$ cat src/rtl/spw_pkg.sv
`timescale 1ns / 1ps
package spw_pkg;

  localparam int unsigned MaxKeyBytesDefault = 256;
  localparam int unsigned DigitCount = 20;
  localparam int unsigned DigestBytes = 20;

  localparam logic CMD_APPEND = 1'b0;
  localparam logic CMD_EVAL   = 1'b1;

  typedef struct packed {
    logic        command;
    logic [7:0]  key_byte;
    logic        start_new_key;
    logic [63:0] counter;
  } spw_in_t;

  typedef struct packed {
    logic [7:0] security_level;
    logic       key_truncated;
  } spw_out_t;

  // controller to datapath
  typedef struct packed {
    logic       append;
    logic       conv_init;
    logic       conv_step;
    logic       prep;
    logic       load_rd;
    logic       load_sh;
    logic       rnd_init;
    logic       rnd_step;
    logic [6:0] rnd_idx;
    logic       fold;
    logic       scan_init;
    logic       scan_step;
  } spw_cmd_t;

  // datapath to controller
  typedef struct packed {
    logic blocks_done;
  } spw_sts_t;

  function automatic logic [31:0] rol32(input logic [31:0] x, input int unsigned n);
    rol32 = (x << n) | (x >> (32 - n));
  endfunction

endpackage

$ cat src/rtl/spw_dp.sv
`timescale 1ns / 1ps
module spw_dp
  import spw_pkg::*;
#(
  parameter int unsigned MAX_KEY_BYTES = MaxKeyBytesDefault
) (
  input  logic     clk,
  input  logic     rst_n,
  input  spw_in_t  in_item,
  input  spw_cmd_t cmd,
  output spw_sts_t sts,
  output spw_out_t out_item
);

  localparam int unsigned AW  = (MAX_KEY_BYTES > 1) ? $clog2(MAX_KEY_BYTES) : 1;
  localparam int unsigned KLW = $clog2(MAX_KEY_BYTES + 1);
  localparam int unsigned PW  = $clog2(MAX_KEY_BYTES + DigitCount + 72 + 1);
  localparam int unsigned BW  = PW - 5;

  // key store and its fill state
  logic [7:0]     mem [MAX_KEY_BYTES];
  logic [7:0]     mem_q_r;
  logic [KLW-1:0] klen_r;
  logic           ovf_r;
  logic [AW-1:0]  wr_addr;
  logic           wr_en;

  always_comb begin
    wr_addr = klen_r[AW-1:0];
    wr_en   = 1'b0;
    if (cmd.append) begin
      if (in_item.start_new_key) begin
        wr_addr = '0;
        wr_en   = 1'b1;
      end else begin
        wr_en = (klen_r < KLW'(MAX_KEY_BYTES));
      end
    end
  end

  always_ff @(posedge clk) begin
    if (!rst_n) begin
      klen_r <= '0;
      ovf_r  <= 1'b0;
    end else if (cmd.append) begin
      if (in_item.start_new_key) begin
        klen_r <= KLW'(1);
        ovf_r  <= 1'b0;
      end else if (wr_en) begin
        klen_r <= klen_r + KLW'(1);
      end else begin
        ovf_r <= 1'b1;
      end
    end
  end

  // memory port: one write, one registered read
  logic [PW-1:0] pos_r;
  always_ff @(posedge clk) begin
    if (wr_en) begin
      mem[wr_addr] <= in_item.key_byte;
    end
    mem_q_r <= mem[pos_r[AW-1:0]];
  end

  // binary to bcd, one bit per cycle
  logic [63:0]             bin_r;
  logic [4*DigitCount-1:0] bcd_r;
  logic [4*DigitCount-1:0] bcd_adj;

  always_comb begin
    for (int j = 0; j < DigitCount; j++) begin
      bcd_adj[4*j +: 4] = (bcd_r[4*j +: 4] >= 4'd5) ? bcd_r[4*j +: 4] + 4'd3
                                                     : bcd_r[4*j +: 4];
    end
  end

  always_ff @(posedge clk) begin
    if (cmd.conv_init) begin
      bin_r <= in_item.counter;
      bcd_r <= '0;
    end else if (cmd.conv_step) begin
      bin_r <= {bin_r[62:0], 1'b0};
      bcd_r <= {bcd_adj[4*DigitCount-2:0], bin_r[63]};
    end
  end

  // digit count, at least one
  logic [4:0] nd;
  always_comb begin
    nd = 5'd1;
    for (int j = 0; j < DigitCount; j++) begin
      if (bcd_r[4*j +: 4] != 4'd0) begin
        nd = 5'(j + 1);
      end
    end
  end

  logic [PW-1:0] len_r;
  logic [BW-1:0] nblk;
  logic [PW-1:0] len_p8;

  assign len_p8 = len_r + PW'(8);
  assign nblk   = BW'(len_p8 >> 6) + BW'(1);

  // message byte stream
  logic [PW-1:0]  pos_d_r;
  logic [PW-1:0]  dig_idx;
  logic [63:0]    bitlen;
  logic [7:0]     msg_byte;
  logic           final_blk;
  logic [5:0]     off;
  logic [3:0]     dsel;

  assign dig_idx   = len_r - PW'(1) - pos_d_r;
  assign bitlen    = 64'(len_r) << 3;
  assign off       = pos_d_r[5:0];
  assign final_blk = (BW'(pos_d_r >> 6) == nblk - BW'(1));
  assign dsel      = bcd_r[4*dig_idx[4:0] +: 4];

  always_comb begin
    msg_byte = 8'h00;
    priority if (pos_d_r < PW'(klen_r)) begin
      msg_byte = mem_q_r;
    end else if (pos_d_r < len_r) begin
      msg_byte = {4'h3, dsel};
    end else if (pos_d_r == len_r) begin
      msg_byte = 8'h80;
    end else if (final_blk && off >= 6'd56) begin
      msg_byte = bitlen[8*(63 - off[2:0] - 56 + 56 - 56) +: 8];
    end else begin
      msg_byte = 8'h00;
    end
  end

  always_ff @(posedge clk) begin
    if (cmd.prep) begin
      len_r <= PW'(klen_r) + PW'(nd);
      pos_r <= '0;
    end else if (cmd.load_rd) begin
      pos_r <= pos_r + PW'(1);
    end
    if (cmd.load_rd) begin
      pos_d_r <= pos_r;
    end
  end

  // message schedule window and round state
  logic [511:0] blk_r;
  logic [31:0]  h_r [5];
  logic [31:0]  a_r, b_r, c_r, d_r, e_r;
  logic [31:0]  w_new, f, k, t;

  assign w_new = rol32(blk_r[511-32*13 -: 32] ^ blk_r[511-32*8 -: 32] ^
                       blk_r[511-32*2 -: 32] ^ blk_r[511 -: 32], 1);

  always_comb begin
    if (cmd.rnd_idx < 7'd20) begin
      f = (b_r & c_r) | (~b_r & d_r);
      k = 32'h5A827999;
    end else if (cmd.rnd_idx < 7'd40) begin
      f = b_r ^ c_r ^ d_r;
      k = 32'h6ED9EBA1;
    end else if (cmd.rnd_idx < 7'd60) begin
      f = (b_r & c_r) | (b_r & d_r) | (c_r & d_r);
      k = 32'h8F1BBCDC;
    end else begin
      f = b_r ^ c_r ^ d_r;
      k = 32'hCA62C1D6;
    end
    t = rol32(a_r, 5) + f + e_r + k + blk_r[511 -: 32];
  end

  always_ff @(posedge clk) begin
    if (cmd.conv_init) begin
      h_r[0] <= 32'h67452301;
      h_r[1] <= 32'hEFCDAB89;
      h_r[2] <= 32'h98BADCFE;
      h_r[3] <= 32'h10325476;
      h_r[4] <= 32'hC3D2E1F0;
    end else if (cmd.fold) begin
      h_r[0] <= h_r[0] + a_r;
      h_r[1] <= h_r[1] + b_r;
      h_r[2] <= h_r[2] + c_r;
      h_r[3] <= h_r[3] + d_r;
      h_r[4] <= h_r[4] + e_r;
    end
    if (cmd.load_sh) begin
      blk_r <= {blk_r[503:0], msg_byte};
    end else if (cmd.rnd_step) begin
      blk_r <= {blk_r[479:0], w_new};
    end
    if (cmd.rnd_init) begin
      a_r <= h_r[0];
      b_r <= h_r[1];
      c_r <= h_r[2];
      d_r <= h_r[3];
      e_r <= h_r[4];
    end else if (cmd.rnd_step) begin
      e_r <= d_r;
      d_r <= c_r;
      c_r <= rol32(b_r, 30);
      b_r <= a_r;
      a_r <= t;
    end
  end

  assign sts.blocks_done = (BW'(pos_r >> 6) == nblk);

  // level scan, one digest byte per cycle
  logic [159:0] dg_r;
  logic [7:0]   lvl_r;
  logic         found_r;
  logic [7:0]   top;
  logic [3:0]   tz;

  assign top = dg_r[159:152];

  always_comb begin
    tz = 4'd0;
    for (int i = 7; i >= 0; i--) begin
      if (top[i]) begin
        tz = 4'(i);
      end
    end
  end

  always_ff @(posedge clk) begin
    if (cmd.scan_init) begin
      dg_r    <= {h_r[0] + a_r, h_r[1] + b_r, h_r[2] + c_r, h_r[3] + d_r, h_r[4] + e_r};
      lvl_r   <= '0;
      found_r <= 1'b0;
    end else if (cmd.scan_step) begin
      dg_r <= {dg_r[151:0], 8'h00};
      if (!found_r) begin
        if (top == 8'h00) begin
          lvl_r <= lvl_r + 8'd8;
        end else begin
          lvl_r   <= lvl_r + 8'(tz);
          found_r <= 1'b1;
        end
      end
    end
  end

  assign out_item.security_level = lvl_r;
  assign out_item.key_truncated  = ovf_r;

endmodule
$ cat config.mk
export PLATFORM = sky130hd
export DESIGN_NAME = spw_dp
export DESIGN_NICKNAME = d
export VERILOG_FILES = /design/src/rtl/spw_pkg.sv /design/src/rtl/spw_dp.sv
export SDC_FILE = /design/constraint.sdc
export NUM_CORES = 2
export LEC_CHECK = 0
export BUFFER_PORTS_ARGS = -buffer_cell sky130_fd_sc_hd__buf_2
export CORE_ASPECT_RATIO = 0.6
export CORE_UTILIZATION = 30
export CTS_CLUSTER_DIAMETER = 100
export DETAILED_ROUTE_END_ITERATION = 6
export MAX_ROUTING_LAYER = met4
export SLEW_MARGIN = 20
export SYNTH_ARGS = -nofsm -noshare
export SYNTH_HDL_FRONTEND = slang
export SYNTH_SLANG_ARGS = --single-unit
$ cat constraint.sdc
create_clock -name clk -period 14.67 [get_ports clk]
set_input_delay 2.2005 -clock clk [delete_from_list [all_inputs] [get_ports clk]]
set_output_delay 2.2005 -clock clk [all_outputs]
set_load 0.02 [all_outputs]
# [Word level (Yosys, flattened, before mapping)]
# Memories as Yosys holds them, arrays and structs flattened. A register that Yosys moved wholly into a read port is not among the register bits.
# Index checks and enable logic that the tools add are counted.
[classes] n_addsub=43 order_cmp=27 eq_ne=4 n_shift=2 muxes=96 bitwise=22 reduce_logical=29
[ops] op="2-to-1 mux 512 bit" count=2
[ops] op="2-to-1 mux 32 bit" count=20
[ops] op="2-to-1 mux 160 bit" count=2
[ops] op="adder 32 bit" count=9
[ops] op="bitwise XOR 32 bit" count=5
[ops] op="AND 32 bit" count=4
[ops] op="2-to-1 mux 64 bit" count=2
[ops] op="2-to-1 mux 4 bit" count=26
[ops] op="bitwise OR 32 bit" count=3
[ops] op="2-to-1 mux 5 bit" count=18
[ops] op="greater-or-equal comparator 4 x 3 -> 1 bit, second input constant" count=20
[ops] op="indexed part select 80 x 8 -> 4 bit" count=1
[ops] op="adder 4 x 2 -> 4 bit, second input constant" count=19
[ops] op="nonzero test 4 bit" count=19
[ops] op="indexed part select 64 x 33 -> 8 bit" count=1
[ops] op="2-to-1 mux 8 bit" count=7
[ops] op="NOT 32 bit" count=1
[ops] op="bitwise OR 32 x 1 -> 32 bit" count=1
[ops] op="bitwise OR 32 x 30 -> 32 bit" count=1
[ops] op="bitwise OR 32 x 5 -> 32 bit" count=1
[ops] op="2-to-1 mux 31 bit" count=1
[ops] op="adder 9 x 1 -> 9 bit, second input constant" count=2
[ops] op="< comparator 9 bit" count=2
[ops] op="2-to-1 mux 9 bit" count=2
[ops] op="other kinds (29)" count=54
[totals] reg_bits=1022 mem_bits_rw=2208 out_inout_bits=10 word_cells=241 memories=2
[memory_table] name="mem" depth=256 word_bits=8 rd=1 rd_clocked_by_memory_dff=1 wr=1 line_no="spw_dp.sv:21" text="logic [7:0] mem [MAX_KEY_BYTES];"
[memory_table] name="h_r" depth=5 word_bits=32 rd=5 rd_clocked_by_memory_dff=0 wr=5 line_no="spw_dp.sv:150" text="logic [31:0] h_r [5];"

# [Depth between registers and ports, before layout]
[logic_depth] depth_word=21 mapped_depth=22

# [Worst setup path after synthesis]
# OpenSTA, ideal clock, no wires.
[synth_path] path_kind="input port to flip-flop" startpoint="input port cmd[12] in the netlist's numbering" endpoint="register blk_r[0] (enable)" t_arrival_ns=9.150 setup_slack_ns=4.852 cell_stages=4 n_path_buf=3 path_cell_list="clkbuf_1 clkbuf_1 clkbuf_1 or2_2"
[synth_via] elab_chain_cells=1
[synth_lines] item="from (decl)" line_no="spw_dp.sv:10" text="input spw_cmd_t cmd,"
[synth_lines] item="nonzero test 2 bit (no line)"
[synth_lines] item="to (signal assigned)" line_no="spw_dp.sv:189" text="blk_r <= {blk_r[503:0], msg_byte};"
[synth_lines] item="to (signal assigned)" line_no="spw_dp.sv:191" text="blk_r <= {blk_r[479:0], w_new};"
[synth_lines] item="to (decl)" line_no="spw_dp.sv:149" text="logic [511:0] blk_r;"
# No other way between the ends.
# A chain may end at the register's enable or synchronous reset.

# [Worst setup path after layout]
[layout_path] startpoint="input port cmd[5] in the netlist's numbering" endpoint="register a_r[31], data pin"
[layout_via] elab_chain_cells=10 elab_cells_between_ends=15 cone_classes="add/sub: 4; order compare: 3; mux: 8"
[layout_lines] item="< comparator 7 x 6 -> 1 bit" line_no="spw_dp.sv:164" text="end else if (cmd.rnd_idx < 7'd60) begin"
[layout_lines] item="2-to-1 mux 32 bit" line_no="spw_dp.sv:164"
[layout_lines] item="2-to-1 mux 32 bit" line_no="spw_dp.sv:161" text="end else if (cmd.rnd_idx < 7'd40) begin"
[layout_lines] item="2-to-1 mux 32 bit" line_no="spw_dp.sv:158" text="if (cmd.rnd_idx < 7'd20) begin"
[layout_lines] item="adder 32 bit (2 in a row)" line_no="spw_dp.sv:171" text="t = rol32(a_r, 5) + f + e_r + k + blk_r[511 -: 32];"
[layout_lines] item="adder 32 bit * (2 in a row)" line_no="spw_dp.sv:171"
[layout_lines] item="2-to-1 mux 32 bit *" line_no="spw_dp.sv:199" text="end else if (cmd.rnd_step) begin"
[layout_lines] item="2-to-1 mux 32 bit *" line_no="spw_dp.sv:193" text="if (cmd.rnd_init) begin"
[layout_lines] item="to (signal assigned)" line_no="spw_dp.sv:194" text="a_r <= h_r[0];"
[layout_lines] item="to (signal assigned)" line_no="spw_dp.sv:204" text="a_r <= t;"
[layout_lines] item="to (decl)" line_no="spw_dp.sv:151" text="logic [31:0] a_r, b_r, c_r, d_r, e_r;"
# Mark *: on every way between the ends. The rest lies on a longest branch, timed or not. The select of a mux whose other input is x is not followed.

==> impl_metrics.env <==
export IMPL_crit_chain="buf_2 -> a41oi_2 -> nand2_1 -> buf_4 -> nand2_1 -> buf_4 -> o221a_2 -> fa_1 -> inv_1 -> fa_1 -> fa_1 -> inv_1 -> ha_1 -> inv_1 -> fa_1 -> nor2b_1 -> o31a_1 -> o311ai_0 -> nand3_1 -> a31oi_1 -> o21ai_0 -> a21oi_1 -> xnor2_1 -> o21ai_0"
export IMPL_synthDistinctLibCells=71
export IMPL_yosys_top_cells_area="edfxtp_1 65%, mux4_2 11%, mux2_2 6.0%, ha_1 2.3%, fa_1 1.8%"
export IMPL_comb_power_share_pct=26.9
export IMPL_crit_fanout=26
export IMPL_synthesis_nets=8913
export IMPL_grt_pass1_wl_um=543000
export IMPL_ctsHoldBuffers=0
export IMPL_first_iter_violations=10700
export IMPL_routed_wl_um=376000
export IMPL_die_h_um=539
export IMPL_crit_type="in2reg"
export IMPL_p_sw_mw=8.75
export IMPL_rows=196
export IMPL_dpl_cell_count=14600
export IMPL_yosys_area_top_type="edfxtp_1"
export IMPL_cts_tree="yes"
export IMPL_yosysWarnings=0
export IMPL_internal_power_mw=19.2
export IMPL_synth_top_area_share_pct=65.1
export IMPL_synth_ff_type="edfxtp_1"
export IMPL_cp_arrival_ns=8.69
export IMPL_cts_sinks=3238
export IMPL_clock_path_buffers=4
export IMPL_cts_made_buffers=332
export IMPL_cts_root_buf="clkbuf_16"
export IMPL_reg2reg_slack_ns=8.44
export IMPL_vias=78100
export IMPL_core_area_sq_mm=0.477
export IMPL_hold_path_class="reg2reg"
export IMPL_fmax_ghz=0.123
export IMPL_finalClockSkew_ns=0.0709
export IMPL_drc=0
export IMPL_htree_levels=5
export IMPL_cellPowerDensity_mw_per_mm2=172
export IMPL_critPathSlowestCell="o311ai_0"
export IMPL_dieArea_sq_mm=0.483
export IMPL_synth_area_sq_mm=0.144
export IMPL_setup_violations=0
export IMPL_postRouteAntennaNets=0
export IMPL_grt_pass1_vias=75900
export IMPL_maxSlewHeadroom_pct=12.4
export IMPL_syn_inst=8425
export IMPL_grt_max_degree=202
export IMPL_nets=9071
export IMPL_slowest_delay_ns=0.71
export IMPL_fin_ws_ns=6.55
export IMPL_swShare_pct=31.3
export IMPL_p_leak_nw=52.8
export IMPL_worstMarginPinSlew_ns=1.31
export IMPL_overflow=0
export IMPL_initial_core_util_pct=30.2
export IMPL_period_minus_slack_ns=8.12
export IMPL_wl_per_cell_um=24.7
export IMPL_routed_via_density=5.14
export IMPL_status="complete, no violations"
export IMPL_cp_top_family="compound AO/OA/AOI/OAI gates"
export IMPL_clk_latency_ns=0.91
export IMPL_ios=104
export IMPL_rsz0062_at_grt="no"
export IMPL_syn_to_final_growth_pct=12.9
export IMPL_fin_total_pwr_mw=28.0
export IMPL_cp_end_kind="flip-flop"
export IMPL_antenna_found_initial=47
export IMPL_fin_crit_sh_pct=55.4
export IMPL_die_w_um=897
export IMPL_hold_viol=0
export IMPL_p_seq_share_pct=43.3
export IMPL_final_util_pct=34.1
export IMPL_setup_tns_ns=0
export IMPL_hold_worst_slack_ns=0.438
export IMPL_critPathBufInv=6
export IMPL_port_buffers=100
export IMPL_cp_common_cell="fa_1"
export IMPL_layout_drive_gt1_share_pct=24.7
export IMPL_place_ws_ns=5.86
export IMPL_fin_area_sq_mm=0.163
export IMPL_place_hpwl_um=247000
export IMPL_ir_drop_v=0.000190
export IMPL_final_cells=15200
export IMPL_synthTopCellsByCount="3,122 x edfxtp_1, 767 x mux2_2, 690 x mux4_2"
export IMPL_avgSynthCellArea_sq_um=17.1
export IMPL_post_cts_buffers=0
export IMPL_dpl_instance_area_sq_mm=0.152
export IMPL_cts_resized=0
export IMPL_gp_congestion=0.933
export IMPL_path_clk_slew_ns=0.06
export IMPL_crit_required_ns=15.24
export IMPL_synth_seq_cells=3238
export IMPL_dr_pass1_iters=6
export IMPL_synth_most_common_cell="edfxtp_1"
export IMPL_ys_seq_area_share_pct=66.7
export IMPL_synth_edf_count=3122
export IMPL_async_flop_share_pct=0
export IMPL_cp_start_kind="primary input"
export IMPL_grtUsageTotal_pct=15.5
export IMPL_maxCapViolCount=0
export IMPL_pwr_share_clk_pct=29.8
export IMPL_maxSlewViolCount=0
-- flip-flops by register name, indices dropped and copies added, names as in the netlist, 64 cells and up --
signal	count
mem	2048
blk_r	512
dg_r	160
h_r	160
bcd_r	80
bin_r	64
-- cells by family (layout without fill, tap and decap cells) --
family / Yosys count / after routing / synth area share (%)
fa+ha+maj: 394 / 394 / 4.09
mux: 1518 / 1518 / 17.2
buf+inv: 697 / 1112 / 1.87
xor+xnor: 337 / 337 / 2.05
simple gates: 1312 / 1312 / 4.14
compound gates: 929 / 929 / 3.98
other cells: 0 / 21 / 0
flops: 3238 / 3238 / 66.7
-- path summary, 6_finish.rpt --
path	startpoint	end	depth (start not counted)
worst max-delay path	cmd[5]	a_r[31]$_DFFE_PP_	24
worst min-delay path	bin_r[63]$_DFFE_PP_	bcd_r[0]$_SDFFE_PP0P_	2
worst max register to register	c_r[3]$_DFFE_PP_	a_r[31]$_DFFE_PP_	17
worst min register to register	bin_r[63]$_DFFE_PP_	bcd_r[0]$_SDFFE_PP0P_	2
-- power groups by stage --
stage	registers [mW]	clock network (mW)	logic [mW]
CTS	12.1	8.49	7.39
finish	12.1	8.34	7.53
floorplan	11.8	0	5.34
global placement	12.2	0	7.32
global route	12.2	8.81	8.22
detailed placement	12.3	0	7.33
-- final cells by class --
class | count | area, sq um
fill | 44900 | 314000
clock inverter | 188 | 1790
antenna | 21 | 52.6
tap | 6336 | 7930
inverter | 322 | 1210
multi-input combinational | 4490 | 45400
clock buffer | 403 | 8710
timing repair buffer | 199 | 1550
sequential | 3238 | 96100
-- layer usage --
metal,part of all wire [%],routed length (um),track usage (%)
met1,48,179000,24.5
met2,39,148000,19.9
met3,11,41500,3.99
met4,1.9,6950,2.90
met5,0,0,-
-- cell usage in the layout, fill, tap and decap left out, types with 83 or more instances in the layout --
cell,synthesis,layout
xor2_1,94,94
edfxtp_1,3122,3122
and2_1,98,98
clkbuf_16,0,335
nand2_1,322,322
nor2_1,531,531
nand2b_1,105,105
inv_1,320,319
buf_4,2,83
xnor2_1,243,243
o21ai_0,272,272
a21oi_1,279,279
buf_2,57,88
ha_1,266,266
fa_1,128,128
dfxtp_1,116,110
mux2_2,767,767
mux4_2,690,690
-- worst reg2reg max path, stage by stage, from the launching register on --
cell and delay, ns:
edfxtp_1 0.79, fa_1 0.54, o221a_2 0.26, fa_1 0.48, fa_1 0.55, inv_1 0.07
fa_1 0.47, inv_1 0.04, ha_1 0.33, nor2b_1 0.17, o31a_1 0.28, o311ai_0 0.71
nand3_1 0.21, a31oi_1 0.36, o21ai_0 0.12, a21oi_1 0.19, xnor2_1 0.22, o21ai_0 0.13
Power figures use the tool's default switching activity.
