**config.mk**
```make
export PLATFORM = sky130hd
export DESIGN_NAME = spw_ctrl
export DESIGN_NICKNAME = d
export VERILOG_FILES = /design/src/rtl/spw_pkg.sv /design/src/rtl/spw_ctrl.sv
export SDC_FILE = /design/constraint.sdc
export NUM_CORES = 1
export LEC_CHECK = 0
export ABC_AREA = 1
export BUFFER_PORTS_ARGS = -buffer_cell sky130_fd_sc_hd__buf_2
export CORE_ASPECT_RATIO = 0.7
export CORE_MARGIN = 8
export CORE_UTILIZATION = 35
export DETAILED_ROUTE_END_ITERATION = 10
export PLACE_DENSITY = 0.77
export SLEW_MARGIN = 20
export SYNTH_ARGS = -nofsm -noshare
export SYNTH_HDL_FRONTEND = slang
export SYNTH_SLANG_ARGS = --single-unit
```
**constraint.sdc**
```tcl
create_clock -name clk -period 1.8 [get_ports clk]
set_input_delay 0.09 -clock clk [delete_from_list [all_inputs] [get_ports clk]]
set_output_delay 0.09 -clock clk [all_outputs]
set_load 0.01 [all_outputs]
```
**src/rtl/spw_pkg.sv**
```systemverilog
`timescale 1ns / 1ps
package spw_pkg;

  localparam int unsigned MaxKeyBytesDefault = 256;
  localparam int unsigned DigitCount = 20;
  localparam int unsigned DigestBytes = 20;

  localparam logic CMD_APPEND = 1'b0;
  localparam logic CMD_EVAL   = 1'b1;

  typedef struct packed {
    logic        command;
    logic [7:0]  key_byte;
    logic        start_new_key;
    logic [63:0] counter;
  } spw_in_t;

  typedef struct packed {
    logic [7:0] security_level;
    logic       key_truncated;
  } spw_out_t;

  // controller to datapath
  typedef struct packed {
    logic       append;
    logic       conv_init;
    logic       conv_step;
    logic       prep;
    logic       load_rd;
    logic       load_sh;
    logic       rnd_init;
    logic       rnd_step;
    logic [6:0] rnd_idx;
    logic       fold;
    logic       scan_init;
    logic       scan_step;
  } spw_cmd_t;

  // datapath to controller
  typedef struct packed {
    logic blocks_done;
  } spw_sts_t;

  function automatic logic [31:0] rol32(input logic [31:0] x, input int unsigned n);
    rol32 = (x << n) | (x >> (32 - n));
  endfunction

endpackage

```
**src/rtl/spw_ctrl.sv**
```systemverilog
`timescale 1ns / 1ps
module spw_ctrl
  import spw_pkg::*;
(
  input  logic     clk,
  input  logic     rst_n,
  input  logic     start,
  input  spw_in_t  in_item,
  input  spw_sts_t sts,
  output logic     busy,
  output logic     out_valid,
  output spw_cmd_t cmd
);

  localparam logic [2:0] S_IDLE  = 3'd0;
  localparam logic [2:0] S_CONV  = 3'd1;
  localparam logic [2:0] S_PREP  = 3'd2;
  localparam logic [2:0] S_LOAD  = 3'd3;
  localparam logic [2:0] S_ROUND = 3'd4;
  localparam logic [2:0] S_FOLD  = 3'd5;
  localparam logic [2:0] S_SCAN  = 3'd6;
  localparam logic [2:0] S_OUT   = 3'd7;

  logic [2:0] state_r, state_nxt;
  logic [6:0] cnt_r, cnt_nxt;

  // next state and commands
  always_comb begin
    state_nxt = state_r;
    cnt_nxt   = cnt_r;
    cmd       = '0;
    cmd.rnd_idx = cnt_r;
    unique case (state_r)
      S_IDLE: begin
        if (start) begin
          if (in_item.command == CMD_APPEND) begin
            cmd.append = 1'b1;
          end else begin
            cmd.conv_init = 1'b1;
            cnt_nxt = '0;
            state_nxt = S_CONV;
          end
        end
      end
      S_CONV: begin
        cmd.conv_step = 1'b1;
        cnt_nxt = cnt_r + 7'd1;
        if (cnt_r == 7'd63) begin
          state_nxt = S_PREP;
        end
      end
      S_PREP: begin
        cmd.prep = 1'b1;
        cnt_nxt = '0;
        state_nxt = S_LOAD;
      end
      S_LOAD: begin
        cmd.load_rd = (cnt_r != 7'd64);
        cmd.load_sh = (cnt_r != 7'd0);
        cnt_nxt = cnt_r + 7'd1;
        if (cnt_r == 7'd64) begin
          cmd.rnd_init = 1'b1;
          cnt_nxt = '0;
          state_nxt = S_ROUND;
        end
      end
      S_ROUND: begin
        cmd.rnd_step = 1'b1;
        cnt_nxt = cnt_r + 7'd1;
        if (cnt_r == 7'd79) begin
          state_nxt = S_FOLD;
        end
      end
      S_FOLD: begin
        cmd.fold = 1'b1;
        cnt_nxt = '0;
        state_nxt = sts.blocks_done ? S_SCAN : S_LOAD;
        cmd.scan_init = sts.blocks_done;
      end
      S_SCAN: begin
        cmd.scan_step = 1'b1;
        cnt_nxt = cnt_r + 7'd1;
        if (cnt_r == 7'(DigestBytes - 1)) begin
          state_nxt = S_OUT;
        end
      end
      S_OUT: begin
        state_nxt = S_IDLE;
      end
      default: state_nxt = S_IDLE;
    endcase
  end

  // state registers
  always_ff @(posedge clk) begin
    if (!rst_n) begin
      state_r <= S_IDLE;
      cnt_r   <= '0;
    end else begin
      state_r <= state_nxt;
      cnt_r   <= cnt_nxt;
    end
  end

  assign busy      = (state_r != S_IDLE);
  assign out_valid = (state_r == S_OUT);

endmodule

```
======== Word level (Yosys, flattened, before mapping) ========
Cells that the tools add are included.
operators by class
  add/sub/neg operators ................... 1
  equal/unequal tests ..................... 18
  mux-type cells .......................... 23
  reductions and logical operators ........ 8
operators by type and width
  kind                                           count
  case mux 7 bit (4 select lines)                1
  two-way mux 3 bit                              8
  case mux 3 bit (8 select lines)                1
  two-way mux 7 bit                              3
  == test 7 bit, second input constant           2
  == test 3 bit, second input constant           4
  != test 2 bit, second input constant           6
  adder 7 x 1 -> 7 bit, second input constant    1
  == test 7 x 5 -> 1 bit, second input constant  1
  == test 7 x 6 -> 1 bit, second input constant  1
  two-way mux 1 bit                              7
  != test 7 bit, second input constant           1
  nonzero test 7 bit                             1
  == test 3 x 2 -> 1 bit, second input constant  2
  two-way mux 2 bit                              3
  AND reduction 6 bit                            1
  nonzero test 4 bit                             1
  == test 3 x 1 -> 1 bit, second input constant  1
  zero test 3 bit                                1
  AND reduction 3 bit                            1
  nonzero test 3 bit                             1
  OR reduction 3 bit                             1
  OR reduction 2 bit                             1
word-level totals
  register bits after elaboration ......... 10
  output and inout bits ................... 20
  word-level logic and storage cells ...... 52

======== Longest topological paths before layout ========
Gate-level depths: netlist of the first run.
  word-level depth ........................ 4
  depth in mapped cells ................... 11
  gate-level depth less buffers ........... 11

======== Worst setup path before layout of the first run ========
Ideal clock, no wire load.
  path type ............................... register to register
  start ................................... register state_r[1]
  end ..................................... register cnt_r[0]
  setup time .............................. 118 ps
  data arrival time ....................... 1369 ps
  data required time ...................... 1682 ps
  slack ................................... 312 ps
  cell stages (with the launch flop) ...... 10
  buffers on the path ..................... 0
  period minus slack after synthesis ...... 1488 ps
  path through ............................ dfxtp_1 > inv_1 > ha_1 > inv_2 > nor2_4 > nor2_8 > nand3_4 > nand2_4 > o21ai_4 > nor2_2
on the way
  word-level cells in the longest chain between the ends .. 4
  elaborated cells between the ends (all ways) .. 14
  those cells by class .................... eq/ne: 8; mux: 1; reduce/logical: 5
ends and longest elaborated chain
  item                                                                              RTL line         text
  start: declaration                                                                spw_ctrl.sv:24   logic [2:0] state_r, state_nxt;
  start signal: assignment                                                          spw_ctrl.sv:100  state_r <= state_nxt;
  == test 3 bit (tied with other cells)                                             spw_ctrl.sv:33   unique case (state_r)
  OR reduction 3 bit (no source line) / OR reduction 2 bit (equally long branches)  -
  nonzero test 4 bit (no source line)                                               -
  AND reduction 3 bit (no source line)                                              -
  end signal: assignment                                                            spw_ctrl.sv:101  cnt_r <= cnt_nxt;
  end: declaration                                                                  spw_ctrl.sv:25   logic [6:0] cnt_r, cnt_nxt;
Several ways; a longest one is shown, not always the timed one.
A chain may end at the register's enable or synchronous reset.

======== Worst setup path after layout of the first run ========
  start ................................... register state_r[0]
  end ..................................... register cnt_r[1]
Same word-level chain as after synthesis.

==> metrics.txt, run 1 <==
status completed; initial antenna violation count 0; drt initial violations 46; hold path cells 3; root buf cell clkbuf_8; Worst Setup End Kind flop; launch point of the worst reg-to-reg path state_r[0]; # Post-CTS Setup Buffers 0; maximum VDD drop 0.688 mV; CTS tree yes; GRT overflow 0; Max Cap Violations 0; FF+latch count, synth 10; Least-Margin Pin Slew 463 ps; crit path max-delay cell type dfxtp_1; power per cell area 1570 nW/um^2; Synth-to-Final Area Change 21.1%; Final WS setup 180 ps; Clock Tree Buf Depth 2; Min Clock Period, post-route 1620 ps; fraction of layout cells with a size suffix above 1 33.5%; Reg clk slew, reported paths 40 ps; register area 200 sq um; Crit path max-delay family compound AO/OA/AOI/OAI gates; period utilization 90.0%; sequential share of the synthesized area 20.9%; ANT cells 0; critical path, cell by cell inv_1 > ha_1 > inv_2 > nor2_4 > o21ai_2 > nand2_4 > o21ai_4 > nor2_2; first drt pass iteration count 4; total I/O pin count 98; cells on worst reg2reg path 8; RePlAce Congestion 0.799; total track usage 10.2%; cts hold-fix bufs 0; Detail Route Antenna Nets 0; initial core utilization 35.5%; Rows 16; first-pass GRT wire length 3770 microns; Core Region 2700 sq um; f_max 617 MHz; hpwl dp 1840 microns; Clock Latency Late Sink 240 ps; DRC violation count after routing 0; Clock Sinks 10; routed vias 969; Critical Path Stages 8; CTS Buf Count 3; Via density 4.77; RSZ-0062 raised after global routing no; pre-CTS WS 150 ps; worst hold start rst_n; Routed WL per cell 10.9 microns; Top FF cell, synth dfxtp_1; share of flip-flops with an asynchronous set or reset 0%; Max Slew Vio Count 0; placed cells 200; Synth Net Count 225; Unique masters post-synth 25; final hold violation count 0; total power 0.00182 W; peak fanout along the critical path 9; clk_skew 2.87 ps; chip width 78.5 microns; buffers added on ports 24; worst setup path class reg2reg; largest net degree at the start of global routing 10; Finished Layout Cells 203; top cell type's share of synthesized area 20.9%; Post-synth EDFFs 0; WL final 2210 microns; Syn Area/Cell 6.85 sq um; Yosys top cell by area dfxtp_1; YS warnings 0; Hold Crit Class in2reg; Leak 0.624 nW; H-tree depth 1; crit path buf inv count 2; Die Height 59.8 microns; Critical Path Max Stage Delay 360 ps; crit start category flop; setup TNS 0 ps; fillers 303; normalized max-slew margin 69.1%; die area 4700 sq um; fin util 43.0%; Synth Cell Area 958 sq um; # setup viols final 0; CP Launch Point state_r[0]; fin nets 254; WP data arrival 1750 ps; Synth Instances 140; post-CTS resize count 0; vias in the first global route 854; main area contributors after synthesis dfxtp_1 (21%), nand2_1 (9.8%), ha_1 (9.1%), inv_1 (7.0%), nand3_1 (6.8%); area of the multi-input gates 657 sq um; Worst EP required 1930 ps
==> logic make-up (layout without fill, tap and decap cells) <==
kind of cell	count (synthesis)	count (layout)	share of synthesized area [%]
AND/OR/NAND/NOR	82	82	48.3
AO/OA/AOI/OAI	14	14	9.27
flip-flops	10	10	20.9
XOR/XNOR	2	2	1.83
buffers and inverters	25	52	10.6
adder cells (fa/ha/maj)	7	7	9.14
==> worst paths after layout <==
| kind | slack [ps] | end |
|---|---|---|
| worst max-delay path | 180 | cnt_r[1] |
| worst min-delay path | 140 | state_r[1] |
| worst max register to register | 180 | cnt_r[1] |
| worst min register to register | 550 | state_r[0] |
==> cells in the mapped netlist (3+ instances only) <==
cell	n
nand2_4	5
inv_1	18
nor2_1	16
nor3_1	3
dfxtp_1	10
nor2_2	8
inv_2	6
nand4_1	3
nor2_4	4
a21oi_1	7
nand3_1	13
nand2_1	25
ha_1	7
==> metrics by stage <==
step	hold WS, ps	instance area [sq um]
after floorplan	211	958
after global placement	387	1120
after detailed placement	392	1120
after CTS	141	1160
after global routing	151	1160
final	142	1160
==> report_power, final <==
group / internal, W / switching [W]
registers: 0.000267 / 0.0000351
logic: 0.000449 / 0.000836
clock network: 0.000146 / 0.0000862
total: 0.000862 / 0.000958
==> placed cells by master, fill, tap and decap left out, types with 2 or more instances in the layout <==
cell type and n:
a21oi_1 7, buf_2 24, clkbuf_8 3, dfxtp_1 10, ha_1 7, inv_1 18, inv_2 6, nand2_1 25
nand2_4 5, nand3_1 13, nand4_1 3, nor2_1 16, nor2_2 8, nor2_4 4, nor3_1 3, o21ai_0 2
o21ai_1 2, xor2_1 2
==> flip-flops by register name, summed over array words and instances, names as in the netlist <==
register / cells
cnt_r: 7
state_r: 3
==> area by class of cell <==
cell class	instances	area share, %
Inverter	24	7.76
Tap cell	36	3.88
Clock buffer	3	3.56
Timing Repair Buffer	25	11.0
Multi-Input combinational cell	105	56.6
Sequential cell	10	17.2
==> layer usage <==
metal	track usage (%)	up-vias	routed length, microns
li1	-	503	-
met1	12.7	436	1090
met2	14.6	28	897
met3	5.56	2	205
met4	3.15	0	12
met5	0	-	0
==> worst register-to-register path, stage by stage (launching register included) <==
cell	delay (ps)
dfxtp_1	360
inv_1	80
ha_1	260
inv_2	90
nor2_4	40
o21ai_2	190
nand2_4	150
o21ai_4	290
nor2_2	40
Power figures use the tool's default switching activity.
==> run 2, diff against run 1 <==
RECOVER_POWER = 25   (was unset)
==> run 2 against run 1 <==
Net effect: sequential power hardly changed; utilization fell by 0.32 points; critical path depth stayed put; first-iteration DRC count shrank 4.3%; global-route usage stayed put; critical endpoint unchanged; highest routed layer unchanged.
==> metrics.txt, run 2 (synthesized netlist as in run 1, its figures left out) <==
status completed; WP data arrival 1750 ps (about the same); drt initial violations 44 (-4.3%); placed cells 200 (unchanged); Detail Route Antenna Nets 0 (unchanged); worst setup path class reg2reg; flop2flop setup slack 180 ps (about the same); WL final 2220 microns (+0.32%); Worst Setup End Kind flop; worst hold endpoint state_r[1]; fin util 42.6% (-0.32 points); most frequent cells in the layout nand2_1 (25), inv_1 (18), buf_2 (17), nor2_1 (16), nand3_1 (13); # Post-CTS Setup Buffers 0 (unchanged); Rows 16 (unchanged); first drt pass iteration count 4 (unchanged); setup TNS 0 ps (unchanged); Design Area, Final 1150 sq um (-0.75%); initial antenna violation count 0 (unchanged); Die Height 59.8 microns (unchanged); Synth-to-Final Area Change 20.2%; hpwl dp 1840 microns (unchanged); fraction of layout cells with a size suffix above 1 29.3% (-4.2 points); Routed WL per cell 10.9 microns (+0.32%); Cell Area, Placed 1120 sq um (unchanged); crit start category flop; flip-flop count of the largest register after layout 7 (unchanged); routed vias 970 (+0.10%); H-tree depth 1 (unchanged); # setup viols final 0 (unchanged); Max Slew Vio Count 0 (unchanged); power per cell area 1580 nW/um^2 (+0.67%); Reg clk slew, reported paths 40 ps (about the same); normalized max-slew margin 68.8% (-0.36 points); GRT overflow 0 (unchanged); Clock Tree Buf Depth 2 (unchanged); peak fanout along the critical path 9 (unchanged); post-CTS resize count 0 (unchanged); maximum VDD drop 0.687 mV (-0.12%); Least-Margin Pin Slew 468 ps (+5.46 ps); DRC violation count after routing 0 (unchanged); fin nets 254 (unchanged); RePlAce Congestion 0.799 (unchanged); total I/O pin count 98 (unchanged); Worst EP required 1930 ps (about the same); Clock Sinks 10 (unchanged); hold path cells 3 (unchanged); buffers added on ports 24 (unchanged); Leak 0.594 nW (-4.8%); Max Cap Violations 0 (unchanged); Biggest register cnt_r; most common cell after layout, fill and taps aside nand2_1; root buf cell clkbuf_8; Clock Latency Late Sink 240 ps (about the same); Core Region 2700 sq um (unchanged); biggest registers after layout cnt_r (7), state_r (3); r2r endpoint cnt_r[1]; die area 4700 sq um (unchanged); launch point of the worst reg-to-reg path state_r[0]; worst hold start rst_n; chip width 78.5 microns (unchanged); period utilization 90.3% (+0.25 points); largest net degree at the start of global routing 10 (unchanged); CTS Buf Count 3 (unchanged); Finished Layout Cells 203 (unchanged); Via density 4.78 (+0.10%); cells on worst reg2reg path 8 (unchanged); CTS tree yes; initial core utilization 35.5% (unchanged); Hold Crit Class in2reg; first-pass GRT wire length 3770 microns (unchanged); final hold violation count 0 (unchanged); Min Clock Period, post-route 1620 ps (+4.56 ps); ANT cells 0 (unchanged); RSZ-0062 raised after global routing no; total track usage 10.2% (unchanged); vias in the first global route 854 (unchanged); cts hold-fix bufs 0 (unchanged); clk_skew 3.12 ps (+0.253 ps); f_max 616 MHz (-0.28%)
[run 2: cell count changes in the layout (fill, tap and decap cells not counted), sizes merged]
cell    delta
clkbuf     +7
buf        -7
[run 2: final cells by class]
type / instances / area [sq um]
Sequential cell: 10 / 200
Clock buffer: 3 / 41.3
Inverter: 24 / 90.1
Fill cell: 310 / 1550
Timing Repair Buffer: 25 / 119
Multi-Input combinational cell: 105 / 657
Tap cell: 36 / 45.0
[run 2: through the flow]
| step | hold WS (ps) | power, W | setup slack (ps) |
|---|---|---|---|
| 6_report | 141 | 0.00182 | 175 |
| 5_1_grt | 151 | 0.00201 | 1.87 |
| 4_1_cts | 141 | 0.00184 | 143 |
| 3_5_place_dp | 392 | 0.00160 | 150 |
| 3_3_place_gp | 387 | 0.00158 | 178 |
| 2_1_floorplan | 211 | 0.00136 | 312 |
[run 2: worst max-delay path, cell delays in order, from the launching register on]
cell and delay, ps:
dfxtp_1 360, inv_1 80, ha_1 260, inv_2 90, nor2_4 40, o21ai_2 190
nand2_4 150, o21ai_4 290, nor2_2 40
[run 2: where the power goes]
part	total [W]	internal (W)	switching, W
Combinational	0.00128	0.000446	0.000837
Sequential	0.000302	0.000267	0.0000354
Clock	0.000233	0.000146	0.0000869
[run 2: metal layers]
metal  vias up  track usage, %  part of all wire [%]
li1        502               -                     -
met1       438            12.7                    49
met2        28            14.6                    41
met3         2            5.56                   9.4
met4         0            3.15                  0.54
met5         -               0                     0
[run 2: worst max path at each step]
stage                      end  cells after the start       start
floorplan             cnt_r[0]                      9  state_r[1]
global placement      cnt_r[1]                      8  state_r[0]
detailed placement    cnt_r[0]                      8  state_r[0]
CTS                   cnt_r[1]                      8  state_r[0]
global route        state_r[0]                     10  state_r[0]
finish                cnt_r[1]                      8  state_r[0]
==> run 3, diff against run 2 <==
ABC_AREA = 0   (was 1)
CORE_UTILIZATION = 31   (was 35)
PLACE_DENSITY = 0.76   (was 0.77)
==> run 3 against run 2 <==
Net effect: count of clock-buffer cells in the layout up 1; critical path depth down 1; die area down 7.3%; sequential share of layout area up 0.36 points; global-route usage up 0.35 points; first-iteration DRC count down 48%.
==> metrics.txt, run 3 <==
total track usage 10.5% (+0.35 points); H-tree depth 1 (unchanged); flip-flop count of the largest register after layout 7 (unchanged); Synth-to-Final Area Change 50.7%; maximum VDD drop 0.784 mV (+14%); fraction of layout cells with a size suffix above 1 44.8% (+15 points); f_max 562 MHz (-8.7%); power per cell area 1270 nW/um^2 (-19%); Routed WL per cell 14.7 microns (+35%); Synth Net Count 176 (-22%); top-count cell post-synth dfxtp_1; crit start category flop; critical path, cell by cell buf_4 > ha_4 > and2_1 > or2_2 > o41ai_4 > buf_6 > nor2_1; CTS tree yes; first drt pass iteration count 4 (unchanged); biggest registers after layout cnt_r (7), state_r (3); FF+latch count, synth 10 (unchanged); Top FF cell, synth dfxtp_1; setup TNS 0 ps (unchanged); Yosys top cell by area dfxtp_1; clk_skew 5.08 ps (+1.95 ps); Worst Setup End Kind flop; GRT overflow 0 (unchanged); Leak 0.501 nW (-16%); RePlAce Congestion 0.861 (+7.7%); routed vias 846 (-13%); root buf cell clkbuf_4; # setup viols final 0 (unchanged); Core Region 2400 sq um (-11%); Cell Area, Placed 1020 sq um (-8.9%); total I/O pin count 98 (unchanged); final hold violation count 0 (unchanged); pre-CTS WS -72.9 ps (-223 ps); WP data arrival 1940 ps (+190 ps); initial core utilization 32.0% (-3.5 points); hpwl dp 1750 microns (-5.0%); normalized max-slew margin 72.6% (+3.8 points); Unique masters post-synth 34 (+36%); fillers 246 (-21%); Clock Latency Late Sink 270 ps (+30 ps); most frequent cells in the layout buf_2 (21), buf_4 (13), nand2_1 (9), dfxtp_1 (8), clkbuf_1 (6); Post-synth EDFFs 0 (unchanged); Hold WS 162 ps (+20.6 ps); Die Height 57.7 microns (-3.6%); Synth Cell Area 768 sq um (-20%); status completed; Clock Sinks 10 (unchanged); Worst EP required 1960 ps (+30 ps); drt initial violations 23 (-48%); Min Clock Period, post-route 1780 ps (+155 ps); total power 0.00147 W (-19%); peak fanout along the critical path 7 (-2); share of flip-flops with an asynchronous set or reset 0% (unchanged); Reg clk slew, reported paths 70 ps (+30 ps); Syn Area/Cell 8.44 sq um (+23%); top cell type's share of synthesized area 26.1% (+5.2 points); YS warnings 0 (unchanged); Hold Crit Class in2reg; crit path max-delay cell type dfxtp_4; Via density 5.04 (+5.4%); Biggest register cnt_r; worst setup path class reg2reg; Max Slew Vio Count 0 (unchanged); DRC violation count after routing 0 (unchanged); buffers added on ports 24 (unchanged); CTS Buf Count 3 (unchanged); top cells by count, synth dfxtp_1 (10), nand2_1 (9), ha_1 (7), inv_1 (7); Rows 15 (-1); main area contributors after synthesis dfxtp_1 (26%), ha_1 (11%), mux2i_1 (5.2%), nand2_1 (4.4%), o41ai_4 (3.6%); vias in the first global route 771 (-9.7%); Max Cap Violations 0 (unchanged); first-pass GRT wire length 3550 microns (-5.9%); largest net degree at the start of global routing 12 (+2); fin nets 220 (-13%); cts hold-fix bufs 0 (unchanged); Critical Path Max Stage Delay 360 ps (about the same); initial antenna violation count 0 (unchanged); Detail Route Antenna Nets 0 (unchanged); most common cell after layout, fill and taps aside buf_2; ANT cells 0 (unchanged); Design Area, Final 1160 sq um (+0.43%); chip width 75.5 microns (-3.9%); WL final 2470 microns (+11%); Final WS setup 20.2 ps (-155 ps); sequential share of the synthesized area 26.1% (+5.2 points); Clock Tree Buf Depth 2 (unchanged); period utilization 98.9% (+8.6 points); die area 4350 sq um (-7.3%); Synth Instances 91 (-35%); Least-Margin Pin Slew 408 ps (-60.0 ps)
run 3: cell count changes after synthesis, moves of 4 or more:
cell | previous run | this run
nand3_1 | 13 | 3
nand2_4 | 5 | 0
nor2_1 | 16 | 5
inv_2 | 6 | 0
nor2_4 | 4 | 0
nor2_2 | 8 | 0
and2_1 | 0 | 4
inv_1 | 18 | 7
mux2i_1 | 0 | 4
nand2_1 | 25 | 9
run 3: what timing repair did:
| action | in CTS | in global routing |
|---|---|---|
| setup buffers | 1 | 3 |
| setup endpoints to repair | 9 | 11 |
| resized for setup | 4 | 17 |
| pin swaps | 2 | 3 |
run 3: kinds of logic after synthesis:
logic type	Yosys count	synth area share [%]
AND/OR/NAND/NOR	39	31.3
AO/OA/AOI/OAI	21	20.4
flip-flops	10	26.1
buffers and inverters	9	4.56
adder cells (fa/ha/maj)	7	11.4
multiplexers	4	5.21
XOR/XNOR	1	1.14
run 3: path summary, 6_finish.rpt:
path	end	slack, ps	startpoint	cells after the start
worst max register to register	cnt_r[0]	20	state_r[1]	7
worst min register to register	state_r[1]	510	state_r[1]	2
worst min-delay path	state_r[1]	160	rst_n	3
worst max-delay path	cnt_r[0]	20	state_r[1]	7
run 3: where the power goes:
group / internal, W / switching (W)
logic: 0.000459 / 0.000499
registers: 0.000267 / 0.0000416
clock network: 0.000123 / 0.0000847
total: 0.000849 / 0.000626
run 3: worst max-delay path, delay by kind of cell (launching register included):
| family | cells | cell delay [ps] |
|---|---|---|
| compound gates | 1 | 320 |
| fa+ha+maj | 1 | 160 |
| buf+inv | 2 | 320 |
| flops | 1 | 360 |
| simple gates | 3 | 510 |
run 3: routing by layer:
layer	vias to the layer above	track usage (%)	share of wire (%)
met5	-	0	0
met4	0	3.54	2.8
met3	6	4.30	5.9
met2	28	17.3	52
met1	397	12.0	39
li1	415	-	-
run 3: per-stage QoR:
stage                     instances  utilization [%]
after detailed placement        160             42.4
after floorplan                  91                -
after CTS                       165             44.6
final                           168             48.2
after global placement          160             42.4
after global routing            168             48.2
run 3: cell type report:
type,count,area [sq um],area share (%)
repair buffers,41,236,20.4
inverters,7,26.3,2.27
clock buffers,4,36.3,3.14
multi-input cells,72,611,52.8
well taps,34,42.5,3.68
flip-flops and latches,10,205,17.7
